## config.mk

```make
export PLATFORM = sky130hd
export DESIGN_NAME = page_buffer_slot_manager_flat
export DESIGN_NICKNAME = d
export VERILOG_FILES = /design/src/rtl/pbsm_pkg.sv /design/src/rtl/pbsm_if.sv /design/src/rtl/page_buffer_slot_manager.sv /design/src/rtl/pbsm_ctrl.sv /design/src/rtl/pbsm_dp.sv /design/src/flat_wrapper.sv
export VERILOG_INCLUDE_DIRS = /design/src /design/src/rtl
export SDC_FILE = /design/constraint.sdc
export NUM_CORES = 1
export LEC_CHECK = 0
export BUFFER_PORTS_ARGS = -buffer_cell sky130_fd_sc_hd__buf_2
export CAP_MARGIN = 15
export CORE_MARGIN = 4
export CORE_UTILIZATION = 50
export CTS_CLUSTER_SIZE = 40
export DETAILED_ROUTE_END_ITERATION = 7
export HOLD_SLACK_MARGIN = 0.02
export PLACE_DENSITY = 0.74
export SETUP_SLACK_MARGIN = 0.4
export SKIP_CTS_REPAIR_TIMING = 1
export SLEW_MARGIN = 0
export SYNTH_ARGS = -nofsm -noshare
export SYNTH_HDL_FRONTEND = slang
export SYNTH_SLANG_ARGS = --single-unit
```

## constraint.sdc

```tcl
create_clock -name i_clk -period 7.98 [get_ports i_clk]
set_input_delay 1.596 -clock i_clk [delete_from_list [all_inputs] [get_ports i_clk]]
set_output_delay 1.596 -clock i_clk [all_outputs]
set_load 0.03 [all_outputs]
```

## src/rtl/page_buffer_slot_manager_defines.svh

```systemverilog
// Assertion macros for the page buffer slot manager.
// Included by the top level; no other dependencies.
`ifndef PAGE_BUFFER_SLOT_MANAGER_DEFINES_SVH
`define PAGE_BUFFER_SLOT_MANAGER_DEFINES_SVH

`ifndef ASSERT_OFF
// Same-cycle implication, checked on the rising clock, off during reset
`define PBSM_ASSERT_IMPL(lbl, ante, cons, msg) \
    lbl: assert property (@(posedge i_clk) disable iff (!i_rst_n) (ante) |-> (cons)) \
        else $error(msg);
// Next-cycle implication, checked on the rising clock, off during reset
`define PBSM_ASSERT_NEXT(lbl, ante, cons, msg) \
    lbl: assert property (@(posedge i_clk) disable iff (!i_rst_n) (ante) |=> (cons)) \
        else $error(msg);
`else
`define PBSM_ASSERT_IMPL(lbl, ante, cons, msg)
`define PBSM_ASSERT_NEXT(lbl, ante, cons, msg)
`endif

`endif

```

## src/rtl/pbsm_pkg.sv

```systemverilog
// Shared types and constants for the page buffer slot manager.
// No dependencies.
package pbsm_pkg;

    localparam int SLOT_COUNT_DEF = 3;
    localparam int PAGE_W         = 16;
    localparam int SLOT_W         = 2;
    localparam int STAMP_W        = 32;

    localparam logic [STAMP_W-1:0] STAMP_INIT = STAMP_W'(1);
    localparam logic [STAMP_W-1:0] STAMP_MAX  = {STAMP_W{1'b1}};

    // Controller states
    typedef enum logic [1:0] {
        S_IDLE,
        S_SCAN,
        S_COMMIT
    } t_state;

    // Commands from controller to datapath
    typedef struct packed {
        logic start;   // latch request page, clear scan results
        logic scan;    // evaluate current slot, advance slot pointer
        logic commit;  // fill on miss, load result register
    } t_dp_cmd;

    // Status from datapath to controller
    typedef struct packed {
        logic last;    // slot pointer is on the last slot
    } t_dp_sts;

endpackage

```

## src/rtl/pbsm_if.sv

```systemverilog
// Valid/ready channel interfaces for request and response beats.
// Depends on pbsm_pkg for field widths.
interface pbsm_req_if import pbsm_pkg::*; ();
    logic              valid;
    logic              ready;
    logic [PAGE_W-1:0] page_number;

    modport source (output valid, output page_number, input ready);
    modport sink   (input valid, input page_number, output ready);
endinterface

interface pbsm_rsp_if import pbsm_pkg::*; ();
    logic              valid;
    logic              ready;
    logic [SLOT_W-1:0] slot_index;
    logic              hit;

    modport source (output valid, output slot_index, output hit, input ready);
    modport sink   (input valid, input slot_index, input hit, output ready);
endinterface

```

## src/rtl/page_buffer_slot_manager.sv

```systemverilog
// Top level of the page buffer slot manager: controller plus datapath.
// Depends on pbsm_pkg, pbsm_if, pbsm_ctrl, pbsm_dp and the defines header.
//
//   channel  dir  payload                 handshake
//   i_req    in   page_number[15:0]       valid / ready
//   o_rsp    out  slot_index[1:0], hit    valid / ready
//
// A request is accepted, then the slot table is scanned slot by slot through
// a single comparator, then the fill is committed and the result register
// loaded.
// The result register frees the input side: the next request is accepted
// while a response still waits. Commit stalls only if that register is full.
// Reset clears the valid bits and sets the load counter to one; no sweep.
`include "page_buffer_slot_manager_defines.svh"

module page_buffer_slot_manager import pbsm_pkg::*; #(
    parameter int SLOT_COUNT = SLOT_COUNT_DEF
) (
    input  logic       i_clk,
    input  logic       i_rst_n,
    pbsm_req_if.sink   i_req,
    pbsm_rsp_if.source o_rsp
);

    t_dp_cmd cmd;
    t_dp_sts sts;

    pbsm_ctrl u_ctrl (
        .i_clk       (i_clk),
        .i_rst_n     (i_rst_n),
        .i_in_valid  (i_req.valid),
        .i_out_ready (o_rsp.ready),
        .i_sts       (sts),
        .o_in_ready  (i_req.ready),
        .o_out_valid (o_rsp.valid),
        .o_cmd       (cmd)
    );

    pbsm_dp #(
        .SLOT_COUNT (SLOT_COUNT)
    ) u_dp (
        .i_clk         (i_clk),
        .i_rst_n       (i_rst_n),
        .i_cmd         (cmd),
        .i_page_number (i_req.page_number),
        .o_sts         (sts),
        .o_slot_index  (o_rsp.slot_index),
        .o_hit         (o_rsp.hit)
    );

    // An accepted beat starts a scan on the next cycle
    `PBSM_ASSERT_NEXT(a_accept_scan, i_req.valid && i_req.ready, cmd.scan, "scan did not start")
    // No request is taken while a scan runs
    `PBSM_ASSERT_IMPL(a_scan_busy, cmd.scan, !i_req.ready, "request taken during scan")
    // Commit never overwrites a stalled response
    `PBSM_ASSERT_IMPL(a_no_overwrite, o_rsp.valid && !o_rsp.ready, !cmd.commit,
                      "response overwritten")
    // A commit always presents a response
    `PBSM_ASSERT_NEXT(a_commit_valid, cmd.commit, o_rsp.valid, "commit without response")

endmodule

```

## src/rtl/pbsm_ctrl.sv

```systemverilog
// Controller for the page buffer slot manager: sequences accept, scan, commit.
// Depends on pbsm_pkg.
module pbsm_ctrl import pbsm_pkg::*; (
    input  logic    i_clk,
    input  logic    i_rst_n,
    input  logic    i_in_valid,
    input  logic    i_out_ready,
    input  t_dp_sts i_sts,
    output logic    o_in_ready,
    output logic    o_out_valid,
    output t_dp_cmd o_cmd
);

    t_state r_state, n_state;
    logic   r_out_valid, n_out_valid;

    // State and result-valid registers
    always_ff @(posedge i_clk) begin
        if (!i_rst_n) begin
            r_state     <= S_IDLE;
            r_out_valid <= 1'b0;
        end else begin
            r_state     <= n_state;
            r_out_valid <= n_out_valid;
        end
    end

    // Next state and commands
    always_comb begin
        n_state     = r_state;
        n_out_valid = r_out_valid;
        o_cmd       = '0;
        o_in_ready  = 1'b0;

        // drop the result once the sink takes the beat
        if (r_out_valid && i_out_ready) begin
            n_out_valid = 1'b0;
        end

        case (r_state)
            S_IDLE: begin
                o_in_ready = 1'b1;
                if (i_in_valid) begin
                    o_cmd.start = 1'b1;
                    n_state     = S_SCAN;
                end
            end
            S_SCAN: begin
                o_cmd.scan = 1'b1;
                if (i_sts.last) begin
                    n_state = S_COMMIT;
                end
            end
            S_COMMIT: begin
                // hold until the result register is free
                if (!r_out_valid || i_out_ready) begin
                    o_cmd.commit = 1'b1;
                    n_out_valid  = 1'b1;
                    n_state      = S_IDLE;
                end
            end
            default: begin
                n_state = S_IDLE;
            end
        endcase
    end

    assign o_out_valid = r_out_valid;

endmodule

```

## src/rtl/pbsm_dp.sv

```systemverilog
// Datapath for the page buffer slot manager: slot table, scan unit, result register.
// Depends on pbsm_pkg.
module pbsm_dp import pbsm_pkg::*; #(
    parameter int SLOT_COUNT = SLOT_COUNT_DEF
) (
    input  logic              i_clk,
    input  logic              i_rst_n,
    input  t_dp_cmd           i_cmd,
    input  logic [PAGE_W-1:0] i_page_number,
    output t_dp_sts           o_sts,
    output logic [SLOT_W-1:0] o_slot_index,
    output logic              o_hit
);

    localparam int IDX_W = (SLOT_COUNT > 1) ? $clog2(SLOT_COUNT) : 1;
    localparam logic [IDX_W-1:0] IDX_LAST = IDX_W'(SLOT_COUNT - 1);

    // Slot table
    logic [SLOT_COUNT-1:0] r_valid;
    logic [PAGE_W-1:0]     r_page  [SLOT_COUNT];
    logic [STAMP_W-1:0]    r_stamp [SLOT_COUNT];
    logic [STAMP_W-1:0]    r_counter;

    // Scan state
    logic [IDX_W-1:0]   r_k;
    logic [PAGE_W-1:0]  r_req_page;
    logic               r_hit_found;
    logic [IDX_W-1:0]   r_hit_idx;
    logic               r_free_found;
    logic [IDX_W-1:0]   r_free_idx;
    logic [IDX_W-1:0]   r_best_idx;
    logic [STAMP_W-1:0] r_best_stamp;

    // Result register
    logic [SLOT_W-1:0]  r_slot_index;
    logic               r_hit;

    logic               cur_valid;
    logic [PAGE_W-1:0]  cur_page;
    logic [STAMP_W-1:0] cur_stamp;
    logic [IDX_W-1:0]   victim;

    // Read the slot under the pointer
    assign cur_valid = r_valid[r_k];
    assign cur_page  = r_page[r_k];
    assign cur_stamp = r_stamp[r_k];

    // Free slot wins over the oldest stamp
    assign victim = r_free_found ? r_free_idx : r_best_idx;

    assign o_sts.last = (r_k == IDX_LAST);

    // Control state: valid bits and load counter
    always_ff @(posedge i_clk) begin
        if (!i_rst_n) begin
            r_valid   <= '0;
            r_counter <= STAMP_INIT;
        end else if (i_cmd.commit && !r_hit_found) begin
            r_valid[victim] <= 1'b1;
            if (r_counter != STAMP_MAX) begin
                r_counter <= r_counter + STAMP_W'(1);
            end
        end
    end

    // Scan flags
    always_ff @(posedge i_clk) begin
        if (!i_rst_n) begin
            r_k          <= '0;
            r_hit_found  <= 1'b0;
            r_free_found <= 1'b0;
        end else if (i_cmd.start) begin
            r_k          <= '0;
            r_hit_found  <= 1'b0;
            r_free_found <= 1'b0;
        end else if (i_cmd.scan) begin
            if (!o_sts.last) begin
                r_k <= r_k + IDX_W'(1);
            end
            if (cur_valid && (cur_page == r_req_page) && !r_hit_found) begin
                r_hit_found <= 1'b1;
            end
            if (!cur_valid && !r_free_found) begin
                r_free_found <= 1'b1;
            end
        end
    end

    // Scan payload: keep lowest hit, lowest free, strictly oldest stamp
    always_ff @(posedge i_clk) begin
        if (i_cmd.start) begin
            r_req_page <= i_page_number;
        end
        if (i_cmd.scan) begin
            if (cur_valid && (cur_page == r_req_page) && !r_hit_found) begin
                r_hit_idx <= r_k;
            end
            if (!cur_valid && !r_free_found) begin
                r_free_idx <= r_k;
            end
            if ((r_k == '0) || (cur_stamp < r_best_stamp)) begin
                r_best_idx   <= r_k;
                r_best_stamp <= cur_stamp;
            end
        end
    end

    // Fill the victim on a miss and load the result register
    always_ff @(posedge i_clk) begin
        if (i_cmd.commit) begin
            if (r_hit_found) begin
                r_slot_index <= SLOT_W'(r_hit_idx);
                r_hit        <= 1'b1;
            end else begin
                r_page[victim]  <= r_req_page;
                r_stamp[victim] <= r_counter;
                r_slot_index    <= SLOT_W'(victim);
                r_hit           <= 1'b0;
            end
        end
    end

    assign o_slot_index = r_slot_index;
    assign o_hit        = r_hit;

endmodule
```

## src/flat_wrapper.sv

```systemverilog
// flat-port wrapper written by rule: the top's interface ports become plain ports
module page_buffer_slot_manager_flat import pbsm_pkg::*;
#(
    parameter int SLOT_COUNT = SLOT_COUNT_DEF
)
  (i_clk, i_rst_n, i_req_valid, i_req_page_number, i_req_ready, o_rsp_valid, o_rsp_slot_index, o_rsp_hit, o_rsp_ready);
  pbsm_req_if i_req_i ();
  pbsm_rsp_if o_rsp_i ();
  input  logic i_clk;
  input  logic i_rst_n;
  input wire logic [$bits(i_req_i.valid)-1:0] i_req_valid;
  input wire logic [$bits(i_req_i.page_number)-1:0] i_req_page_number;
  output wire logic [$bits(i_req_i.ready)-1:0] i_req_ready;
  output wire logic [$bits(o_rsp_i.valid)-1:0] o_rsp_valid;
  output wire logic [$bits(o_rsp_i.slot_index)-1:0] o_rsp_slot_index;
  output wire logic [$bits(o_rsp_i.hit)-1:0] o_rsp_hit;
  input wire logic [$bits(o_rsp_i.ready)-1:0] o_rsp_ready;
  assign i_req_i.valid = i_req_valid;
  assign i_req_i.page_number = i_req_page_number;
  assign i_req_ready = i_req_i.ready;
  assign o_rsp_valid = o_rsp_i.valid;
  assign o_rsp_slot_index = o_rsp_i.slot_index;
  assign o_rsp_hit = o_rsp_i.hit;
  assign o_rsp_i.ready = o_rsp_ready;
  page_buffer_slot_manager #(.SLOT_COUNT(SLOT_COUNT)) u_core (.i_clk(i_clk), .i_rst_n(i_rst_n), .i_req(i_req_i), .o_rsp(o_rsp_i));
endmodule
```

==> out/metrics.yaml, run 1 <==
synth-async-reset-ratio_pct: 0
critPathSlowestCell: "nor4b_2"
finalSetupViolations: 0
synthDistinctLibCells: 59
utilization_pct: 56.98
grt_pass1_wl_um: 29850
drcViolationCount: 0
status: "finished clean"
antenna_found_initial: 0
arrival_ns: 4.49
power_density_nw_per_um2: 226.5
drive_gt1_share_pct: 10.56
synthesis.area_um2: 10390
insertedDiodeCount: 0
regToRegEndpoint: "u_core.u_dp.r_best_stamp[14]"
clkTransAtPathRegs_ns: 0.06
drt-total-wl_um: 18220
hp-start: "u_core.u_dp.r_valid[2]"
syn_to_final_growth_pct: 11.67
synth_edf_count: 201
synthFlopType: "edfxtp_1"
place_inst: 1050
grt_usage_pct: 15.58
grt_pass1_vias: 5809
grt_max_degree: 84
stdcell_count: 1094
worst_hold_slack_ns: 0.4672
numCtsBuffers: 24
synthSimpleGateAreaFrac_pct: 11.26
dr.pass1.iters: 5
crit_chain: "buf_4, mux2i_1, o21ai_0, ha_1, a21o_1, a21o_1, a21oi_1, o22ai_1, nor4b_2, buf_4"
antenna_left: 0
endpoint_kind: "flip-flop"
crit_type: "reg2reg"
die-height_um: 152.2
fin_skew_ns: 0.02425
tns_ns: 0
synth-xor-area-share_pct: 3.540
seq_area_frac_synth_pct: 66.56
ys_warn_count: 0
drt-met1-wl_um: 8785
num_rows: 52
synth_compound_area_share_pct: 6.382
dieArea_um2: 23150
syn_inst: 773
maxSlewHeadroom_pct: 28.11
final.period_utilization_pct: 54.03
dp_hpwl_um: 11650
initial_core_util_pct: 51.03
ios: 25
vias: 5858
top_layer: "met4"
drv_cap: 0
gp_congestion: 0.8022
tightest_slew_ns: 1.076
syn_area_per_cell_um2: 13.44
core_area_um2: 20360
wl_met3_um: 897
synth_mux_area_share_pct: 5.105
reg2reg_slack_ns: 3.67
yosys.area_share.adder_pct: 4.094
cts_buffer_depth: 3
critPathMaxFanout: 26
syn-num-nets: 827
h-tree-depth: 1
hp-class: "reg2reg"
max_freq_mhz: 232.0
dr.first_iter.drc_count: 401
min_to: "u_core.u_dp.r_valid[2]"
whs_path_depth: 1
port_buffers: 24
drv_slew: 0
synth_top_family_by_area: "simple AND/OR/NAND/NOR gates"
die_w_um: 152.2
cts.sinks: 245
ir_drop_uv: 183.2
cts_tree: "built"
ys_ff_latch: 245
insertion_delay_ns: 0.52
gr-total-overflow: 0
met2_wirelength_um: 8219
rsz0062_at_grt: "false"
p_leak_nw: 4.058
hold_viol_final: 0
crit_required_ns: 8.16
wl_per_cell_um: 16.65
startpoint_type: "flip-flop"
fin_nets: 860
finalCriticalPeriod_ns: 4.311
r2r.worst_path.cells: 10
viasPerCell: 5.355
cts-root-buf: "clkbuf_16"
cp_slowest_stage_delay_ns: 0.89
[synth_stat cells, drive strengths merged, types with 12 or more instances]
master,number,area [um^2]
clkbuf,15,56.30
nand4,16,112.6
a21oi,22,110.1
nand3,14,70.07
mux2i,53,530.5
inv,54,202.7
nor3,20,116.4
and2,30,187.7
xor2,30,262.8
nand2,62,232.7
o21ai,47,235.2
nor2,22,82.58
xnor2,12,105.1
dfxtp,44,880.8
edfxtp,201,6036
ha,34,425.4
nor2b,13,81.33
[logic make-up after synthesis]
| family | count (synthesis) |
|---|---|
| AO/OA/AOI/OAI | 109 |
| XOR/XNOR | 42 |
| adder cells (fa/ha/maj) | 34 |
| buffers and inverters | 79 |
| flip-flops | 245 |
| multiplexers | 53 |
| AND/OR/NAND/NOR | 211 |
[sequential cells by signal (all words and copies together), names as in the netlist, named ones only]
register and count:
u_core.u_dp.o_slot_index 2, u_core.u_dp.o_hit 1, u_core.u_dp.r_free_idx 2, u_core.u_dp.r_best_stamp 32, u_core.u_ctrl.o_out_valid 1, u_core.u_dp.r_best_idx 2
u_core.u_dp.r_valid 3, u_core.u_dp.r_hit_idx 2, u_core.u_dp.r_counter 32, u_core.u_dp.r_req_page 16, u_core.u_dp.r_page 48, u_core.u_dp.r_k 2
u_core.u_dp.r_stamp 96, u_core.u_dp.r_free_found 1, u_core.u_dp.r_hit_found 1, u_core.u_ctrl.r_state 2
[through the flow]
step / cell area [um^2] / total power, mW / setup WS [ns]
after floorplan: 10390 / 1.529 / 1.634
after global placement: 10830 / 1.554 / 3.694
after detailed placement: 10830 / 1.558 / 3.566
after CTS: 11600 / 2.656 / 3.596
after global routing: 11600 / 2.728 / 3.393
final: 11600 / 2.628 / 3.669
[how the worst max path moves through the flow]
stage	depth (start not counted)	endpoint	slack (ns)	startpoint
after floorplan	12	u_core.u_dp.r_best_idx[0]	1.63	flip-flop
after global placement	10	u_core.u_dp.r_best_stamp[8]	3.69	flip-flop
after detailed placement	10	u_core.u_dp.r_best_stamp[8]	3.57	flip-flop
after CTS	10	u_core.u_dp.r_best_stamp[14]	3.60	flip-flop
after global routing	10	u_core.u_dp.r_best_stamp[14]	3.39	flip-flop
final	10	u_core.u_dp.r_best_stamp[14]	3.67	flip-flop
[layout by cell type (no fill, tap or decap), types with 3 or more instances in the layout]
| master | Yosys | final |
|---|---|---|
| nand2_1 | 62 | 62 |
| nor2b_1 | 13 | 13 |
| a2111oi_0 | 3 | 3 |
| buf_2 | 8 | 24 |
| xnor2_1 | 12 | 12 |
| nor4_1 | 7 | 7 |
| clkbuf_8 | 0 | 3 |
| nor3_1 | 18 | 18 |
| nor2_1 | 22 | 19 |
| mux2i_1 | 53 | 53 |
| dfxtp_1 | 44 | 42 |
| nor2_4 | 0 | 3 |
| o21a_1 | 4 | 4 |
| nand3_1 | 14 | 14 |
| buf_4 | 1 | 8 |
| a21o_1 | 10 | 10 |
| and4_1 | 4 | 4 |
| ha_1 | 34 | 34 |
| nand2b_1 | 7 | 7 |
| clkbuf_1 | 15 | 8 |
| o21ai_0 | 47 | 47 |
| xor2_1 | 30 | 30 |
| nand4_1 | 14 | 14 |
| edfxtp_1 | 201 | 201 |
| clkinv_2 | 0 | 3 |
| o22ai_1 | 5 | 5 |
| clkbuf_16 | 0 | 24 |
| inv_1 | 54 | 54 |
| and2_1 | 30 | 30 |
| a21oi_1 | 22 | 22 |
[metal layers]
layer,vias to the layer above,track usage [%]
li1,2893,-
met5,-,0
met4,0,3.853
met3,24,2.584
met2,117,24.36
met1,2824,23.02
[worst max-delay path: cells and delay by family (launching register included)]
kind,cells,cell delay [ns]
compound gates,5,0.71
fa+ha+maj,1,0.34
flops,1,0.82
mux,1,0.24
buf+inv,2,0.96
simple gates,1,0.89
[report_power, final]
part,total (mW),internal [mW],switching (mW)
Clock,1.10,0.650,0.449
Combinational,0.113,0.0489,0.0644
Sequential,1.42,1.40,0.0190
Total,2.63,2.10,0.532
[cell type report]
type / count / area, um^2
clock buffers: 35 / 671.9
clock inverters: 9 / 106.4
fillers: 1600 / 8761
inverters: 54 / 202.7
multi-input cells: 449 / 3186
flip-flops and latches: 245 / 6919
well taps: 270 / 337.8
repair buffers: 32 / 180.2
(Power assumes the default switching activity.)
==> inputs of run 2 (changes only) <==
ABC_AREA = 1   (was unset)
PLACE_DENSITY = 0.77   (was 0.74)
clock period = 3.84 ns   (was 7.98 ns; I/O delays follow)
==> out/metrics.yaml, run 2 <==
seq_area_frac_synth_pct: 65.11  # was 66.56%
critPathSlowestCell: "dfxtp_2"  # was nor4b_2
grt_pass1_vias: 6866  # was 5,809
num_rows: 53  # was 52
cpMostUsedCell: "nand2_1"
finalWorstSetupSlack_ns: 0.7399  # was 3.669 ns
port_buffers: 24  # unchanged
startpoint_type: "flip-flop"  # unchanged
critPathMaxFanout: 41  # was 26
synth-async-reset-ratio_pct: 0  # unchanged
yosysMostFrequentCell: "edfxtp_1"  # unchanged
dr.first_iter.drc_count: 566  # was 401
drv_cap: 0  # unchanged
ys_ff_latch: 245  # unchanged
place_ws_ns: 0.7144  # was 3.566 ns
crit_chain: "buf_6, a21oi_1, a21oi_1, ha_1, nand2_1, nor2_1, a211oi_1, nand2_1, nand2_1, nand2_1, nand2_1, nand2_1, a21oi_4, buf_12"  # was buf_4, mux2i_1, o21ai_0, ha_1, a21o_1, a21o_1, a21oi_1, o22ai_1, nor4b_2, buf_4
arrival_ns: 3.30  # was 4.49 ns
antenna_found_initial: 0  # unchanged
synthFlopType: "edfxtp_1"  # unchanged
status: "finished clean"  # unchanged
hp-start: "i_req_page_number[0]"  # was u_core.u_dp.r_valid[2]
fin_nets: 1057  # was 860
synth_top_area_share_pct: 56.82  # was 58.09%
ir_drop_uv: 323.3  # was 183.2 uV
drv_slew: 0  # unchanged
finalSetupViolations: 0  # unchanged
grt_usage_pct: 18.52  # was 15.58%
syn_area_per_cell_um2: 10.94  # was 13.44 um^2
pwr-share-clk_pct: 40.7  # was 41.8%
drive_gt1_share_pct: 11.75  # was 10.56%
viasPerCell: 5.444  # was 5.355
rsz0062_at_grt: "false"  # unchanged
synthDistinctLibCells: 40  # was 59
p_seq_share_pct: 52.0  # was 53.9%
drcViolationCount: 0  # unchanged
yosys-top-cells-count: "201 x edfxtp_1, 191 x nand2_1, 110 x a21oi_1, 93 x nor2_1, 87 x inv_1"  # was 201 x edfxtp_1, 62 x nand2_1, 54 x inv_1, 53 x mux2i_1, 47 x o21ai_0
dr.pass1.iters: 5  # unchanged
cts_buffer_depth: 3  # unchanged
synthesis.area_um2: 10620  # was 10,390 um^2
gp_congestion: 0.8941  # was 0.8022
largestRegisters: "u_core.u_dp.r_stamp: 96 flops, u_core.u_dp.r_page: 48 flops"  # unchanged
dpl_cell_area_um2: 11090  # was 10,830 um^2
syn-num-nets: 1025  # was 827
maxSlewHeadroom_pct: 53.28  # was 28.11%
hp-class: "in2reg"  # was reg2reg
antenna_left: 0  # unchanged
largest_reg_flops: 96  # unchanged
die_w_um: 153.8  # was 152.2 um
power_switching_mw: 1.266  # was 0.5322 mW
grt_max_degree: 63  # was 84
p_leak_nw: 4.363  # was 4.058 nW
fin_skew_ns: 0.008225  # was 0.02425 ns
final_common_cell: "edfxtp_1"  # unchanged
ios: 25  # unchanged
insertion_delay_ns: 0.51  # was 0.52 ns
final_cell_mix: "201 x edfxtp_1, 191 x nand2_1, 109 x a21oi_1"  # was 201 x edfxtp_1, 62 x nand2_1, 54 x inv_1
cts_tree: "built"  # unchanged
die-height_um: 153.8  # was 152.2 um
initial_core_util_pct: 50.69  # was 51.03%
dieArea_um2: 23640  # was 23,150 um^2
grt_pass1_wl_um: 35620  # was 29,850 um
clkTransAtPathRegs_ns: 0.06  # about the same
p_comb_share_pct: 7.3  # was 4.3%
vias: 7055  # was 5,858
dp_hpwl_um: 14260  # was 11,650 um
fin_area_um2: 11890  # was 11,600 um^2
reg2reg_slack_ns: 0.74  # was 3.67 ns
gr-total-overflow: 0  # unchanged
syn_to_final_growth_pct: 11.94  # was 11.67%
numCtsBuffers: 24  # unchanged
ys_warn_count: 0  # unchanged
crit_required_ns: 4.04  # was 8.16 ns
cp_num_buf_inv: 2  # unchanged
drt-total-wl_um: 21970  # was 18,220 um
yosys.area.top_type: "edfxtp_1"  # unchanged
max_freq_mhz: 322.6  # was 232.0 MHz
wl_per_cell_um: 16.95  # was 16.65 um
hold_viol_final: 0  # unchanged
cts.sinks: 245  # unchanged
crit_family: "compound AO/OA/AOI/OAI gates"  # was buffers and inverters
core_area_um2: 20960  # was 20,360 um^2
p_sw_share_pct: 22.20  # was 20.25%
tightest_slew_ns: 0.6935  # was 1.076 ns
top_register: "u_core.u_dp.r_stamp"  # unchanged
final.period_utilization_pct: 80.73  # was 54.03%
power_density_nw_per_um2: 479.5  # was 226.5 nW/um^2
cts-root-buf: "clkbuf_16"  # unchanged
syn_inst: 971  # was 773
finalCriticalPeriod_ns: 3.100  # was 4.311 ns
crit_type: "reg2reg"  # unchanged
tns_ns: 0  # unchanged
insertedDiodeCount: 0  # unchanged
cp_slowest_stage_delay_ns: 0.48  # was 0.89 ns
endpoint_kind: "flip-flop"  # unchanged
intPower_mw: 4.436  # was 2.096 mW
h-tree-depth: 1  # unchanged
synth.area.top_cells: "edfxtp_1 57%, dfxtp_1 8.3%, nand2_1 6.7%, a21oi_1 5.2%, ha_1 4.0%"  # was edfxtp_1 58%, dfxtp_1 8.5%, mux2i_1 5.1%, ha_1 4.1%, xor2_1 2.5%
fill_cells: 1742  # was 1,600
synth_edf_count: 201  # unchanged
regArea_um2: 6918  # was 6919 um^2
multi_input_area_um2: 3226  # was 3186 um^2
## run 2: cell types whose count changed after synthesis, sizes merged, moves of 9 or more
cell   delta
o21ai    -18
nor2b    -13
xor2     -14
and2     -30
mux2i    -53
a21o      -9
nor2     +75
a21oi    +96
nand2   +133
nand3    +17
inv      +41
## run 2: cell families (layout without fill, tap and decap cells)
kind of cell,count (synthesis),in the layout,synth area share [%]
compound gates,162,162,8.375
xor+xnor,20,20,1.649
fa+ha+maj,34,34,4.005
buf+inv,123,173,4.806
flops,245,245,65.11
simple gates,387,387,16.05
## run 2: layout make-up
class	instances	share of cell area, %
Clock inverter	15	1.126
Inverter	96	3.093
Multi-Input combinational cell	603	27.13
Timing Repair Buffer	33	2.031
Sequential cell	245	58.18
Clock buffer	29	5.556
Tap cell	275	2.894
## run 2: per-layer routing
layer  share of wire (%)  up-vias  wire, um  GRT usage [%]
li1                    -     3429         -              -
met1                  45     3367      9952          27.40
met2                  46      235     10160          29.52
met3                 7.1       24      1556          2.392
met4                 1.4        0       298          4.415
met5                   0        -         0              0
## run 2: power groups by stage
stage | sequential (mW) | clock (mW) | combinational [mW]
after floorplan | 3.01 | 0 | 0.303
after global placement | 3.02 | 0 | 0.399
after detailed placement | 3.02 | 0 | 0.411
after CTS | 2.96 | 2.36 | 0.418
after global routing | 2.97 | 2.49 | 0.479
final | 2.97 | 2.32 | 0.418
## run 2: through the flow
stage	utilization [%]	power, mW	std cells	hold WS (ns)
finish	56.75	5.702	1296	0.4301
floorplan	-	3.310	971	0.4410
global route	56.75	5.934	1296	0.4164
detailed placement	52.93	3.432	1252	0.4665
global placement	52.93	3.418	1252	0.4525
CTS	56.72	5.741	1296	0.4150
## run 2: path summary, 6_finish.rpt
path / end / cells past startpoint
min: u_core.u_dp.r_req_page[0] / 1
min reg2reg: u_core.u_dp.r_valid[2] / 2
max reg2reg: u_core.u_dp.r_best_stamp[2] / 14
max: u_core.u_dp.r_best_stamp[2] / 14
==> inputs of run 3 (changes only) <==
ABC_AREA = 0   (was 1)
clock period = 2.65 ns   (was 3.84 ns; I/O delays follow)
==> out/metrics.yaml, run 3 (synthesis gave the netlist of run 1 again) <==
regArea_um2: 6927  # was 6918 um^2
p_seq_share_pct: 51.7  # was 52.0%
finalWorstSetupSlack_ns: -0.2317  # was 0.7399 ns
dieArea_um2: 23150  # was 23,640 um^2
whs_path_depth: 1  # unchanged
port_buffers: 24  # unchanged
initial_core_util_pct: 51.03  # was 50.69%
cp_slowest_stage_delay_ns: 0.43  # was 0.48 ns
cts-root-buf: "clkbuf_16"  # unchanged
violations: "setup timing"
clkTransAtPathRegs_ns: 0.06  # about the same
grt_max_degree: 50  # was 63
min_to: "u_core.u_dp.r_req_page[7]"  # was u_core.u_dp.r_req_page[0]
insertedDiodeCount: 0  # unchanged
power_switching_mw: 1.687  # was 1.266 mW
multi_input_area_um2: 3311  # was 3226 um^2
cts_tree: "built"  # unchanged
largest_reg_flops: 96  # unchanged
startpoint_type: "flip-flop"  # unchanged
final.period_utilization_pct: 108.7  # was 80.73%
power_density_nw_per_um2: 669.9  # was 479.5 nW/um^2
critPathSlowestCell: "dfxtp_4"  # was dfxtp_2
crit_family: "compound AO/OA/AOI/OAI gates"  # unchanged
r2r.worst_path.cells: 12  # was 14
wl_met3_um: 1146  # was 1556 um
drt-total-wl_um: 20560  # was 21,970 um
wl_per_cell_um: 18.09  # was 16.95 um
p_sw_share_pct: 20.52  # was 22.20%
die-height_um: 152.2  # was 153.8 um
cp_num_buf_inv: 3  # was 2
grt_usage_pct: 16.91  # was 18.52%
ir_drop_uv: 475.7  # was 323.3 uV
grt_pass1_vias: 6239  # was 6,866
vias: 6261  # was 7,055
hp-start: "i_req_page_number[7]"  # was i_req_page_number[0]
endpoint_kind: "flip-flop"  # unchanged
drive_gt1_share_pct: 17.90  # was 11.75%
maxSlewHeadroom_pct: 66.54  # was 53.28%
p_leak_nw: 4.366  # was 4.363 nW
reg2reg_slack_ns: -0.23  # was 0.74 ns
cts_buffer_depth: 3  # unchanged
dr.first_iter.drc_count: 461  # was 566
hp-class: "in2reg"  # unchanged
pwr-share-clk_pct: 42.5  # was 40.7%
numCtsBuffers: 25  # was 24
worst_hold_slack_ns: 0.1993  # was 0.4301 ns
grt_pass1_wl_um: 32290  # was 35,620 um
regToRegEndpoint: "u_core.u_dp.r_best_stamp[10]"  # was u_core.u_dp.r_best_stamp[2]
largestRegisters: "u_core.u_dp.r_stamp: 96 flops, u_core.u_dp.r_page: 48 flops"  # unchanged
finalCriticalPeriod_ns: 2.882  # was 3.100 ns
fill_cells: 1447  # was 1,742
viasPerCell: 5.511  # was 5.444
rsz0062_at_grt: "true"  # was false
antenna_left: 0  # unchanged
p_comb_share_pct: 5.8  # was 7.3%
final_common_cell: "edfxtp_1"  # unchanged
dp_hpwl_um: 12990  # was 14,260 um
fin_skew_ns: 0.008415  # was 0.008225 ns
drv_cap: 0  # unchanged
core_area_um2: 20360  # was 20,960 um^2
ios: 25  # unchanged
num_rows: 52  # was 53
insertion_delay_ns: 0.50  # was 0.51 ns
fin_nets: 902  # was 1,057
top_register: "u_core.u_dp.r_stamp"  # unchanged
crit_type: "reg2reg"  # unchanged
finalSetupViolations: 34  # was 0
gp_congestion: 0.8143  # was 0.8941
crit_required_ns: 2.87  # was 4.04 ns
status: "complete, but fails checks"  # was finished clean
drv_slew: 0  # unchanged
cts.sinks: 245  # unchanged
drcViolationCount: 0  # unchanged
syn_to_final_growth_pct: 18.11  # was 11.94%
critPathMaxFanout: 12  # was 41
intPower_mw: 6.534  # was 4.436 mW
met2_wirelength_um: 9643  # was 10,160 um
drt-met1-wl_um: 9206  # was 9952 um
die_w_um: 152.2  # was 153.8 um
top_layer: "met4"  # unchanged
tightest_slew_ns: 0.5010  # was 0.6935 ns
arrival_ns: 3.10  # was 3.30 ns
max_freq_mhz: 347.0  # was 322.6 MHz
crit_chain: "buf_12, mux2i_1, o21ai_1, ha_1, a21o_1, a21o_1, a21oi_2, o221ai_2, o21ai_1, nor4b_4, buf_4, buf_12"  # was buf_6, a21oi_1, a21oi_1, ha_1, nand2_1, nor2_1, a211oi_1, nand2_1, nand2_1, nand2_1, nand2_1, nand2_1, a21oi_4, buf_12
hold_viol_final: 0  # unchanged
place_ws_ns: -0.2845  # was 0.7144 ns
gr-total-overflow: 0  # unchanged
antenna_found_initial: 0  # unchanged
final_cell_mix: "201 x edfxtp_1, 62 x nand2_1, 54 x inv_1"  # was 201 x edfxtp_1, 191 x nand2_1, 109 x a21oi_1
dr.pass1.iters: 5  # unchanged
h-tree-depth: 1  # unchanged
## run 3: layout make-up
cell class / count / area share, %
Sequential cell: 245 / 56.44
Clock inverter: 12 / 0.9685
Timing Repair Buffer: 73 / 5.362
Clock buffer: 33 / 5.852
Tap cell: 270 / 2.753
Inverter: 54 / 1.652
Multi-Input combinational cell: 449 / 26.98
## run 3: routing by layer
metal,GRT usage [%],vias to the layer above
met4,4.666,0
met3,2.869,48
met2,27.77,174
li1,-,2979
met5,0,-
met1,23.54,3060
## run 3: worst max path at each step
| stage | start | endpoint | slack (ns) | depth (start not counted) |
|---|---|---|---|---|
| finish | flip-flop | u_core.u_dp.r_best_stamp[10] | -0.23 | 12 |
| global route | flip-flop | u_core.u_dp.r_best_stamp[9] | -0.33 | 9 |
| CTS | flip-flop | u_core.u_dp.r_best_stamp[30] | -0.32 | 10 |
| detailed placement | flip-flop | u_core.u_dp.r_best_idx[1] | -0.28 | 10 |
| global placement | flip-flop | u_core.u_dp.r_best_idx[1] | -0.18 | 10 |
| floorplan | flip-flop | u_core.u_dp.r_best_idx[0] | -0.88 | 12 |
## run 3: stage by stage
stage / utilization (%) / cell area, um^2 / TNS, ns / power [mW] / instances
after floorplan: - / 10460 / -158.13 / 4.617 / 773
after global placement: 54.81 / 11160 / -5.490 / 4.713 / 1082
after detailed placement: 54.81 / 11160 / -9.043 / 4.732 / 1082
after CTS: 58.92 / 12000 / -10.15 / 8.212 / 1127
after global routing: 60.27 / 12270 / -10.80 / 8.505 / 1136
final: 60.27 / 12270 / -7.416 / 8.221 / 1136
## run 3: power groups by stage
stage | combinational [mW] | clock [mW] | sequential [mW]
6_report | 0.477 | 3.49 | 4.25
5_1_grt | 0.521 | 3.73 | 4.26
4_1_cts | 0.409 | 3.55 | 4.25
3_5_place_dp | 0.401 | 0 | 4.33
3_3_place_gp | 0.385 | 0 | 4.33
2_1_floorplan | 0.298 | 0 | 4.32
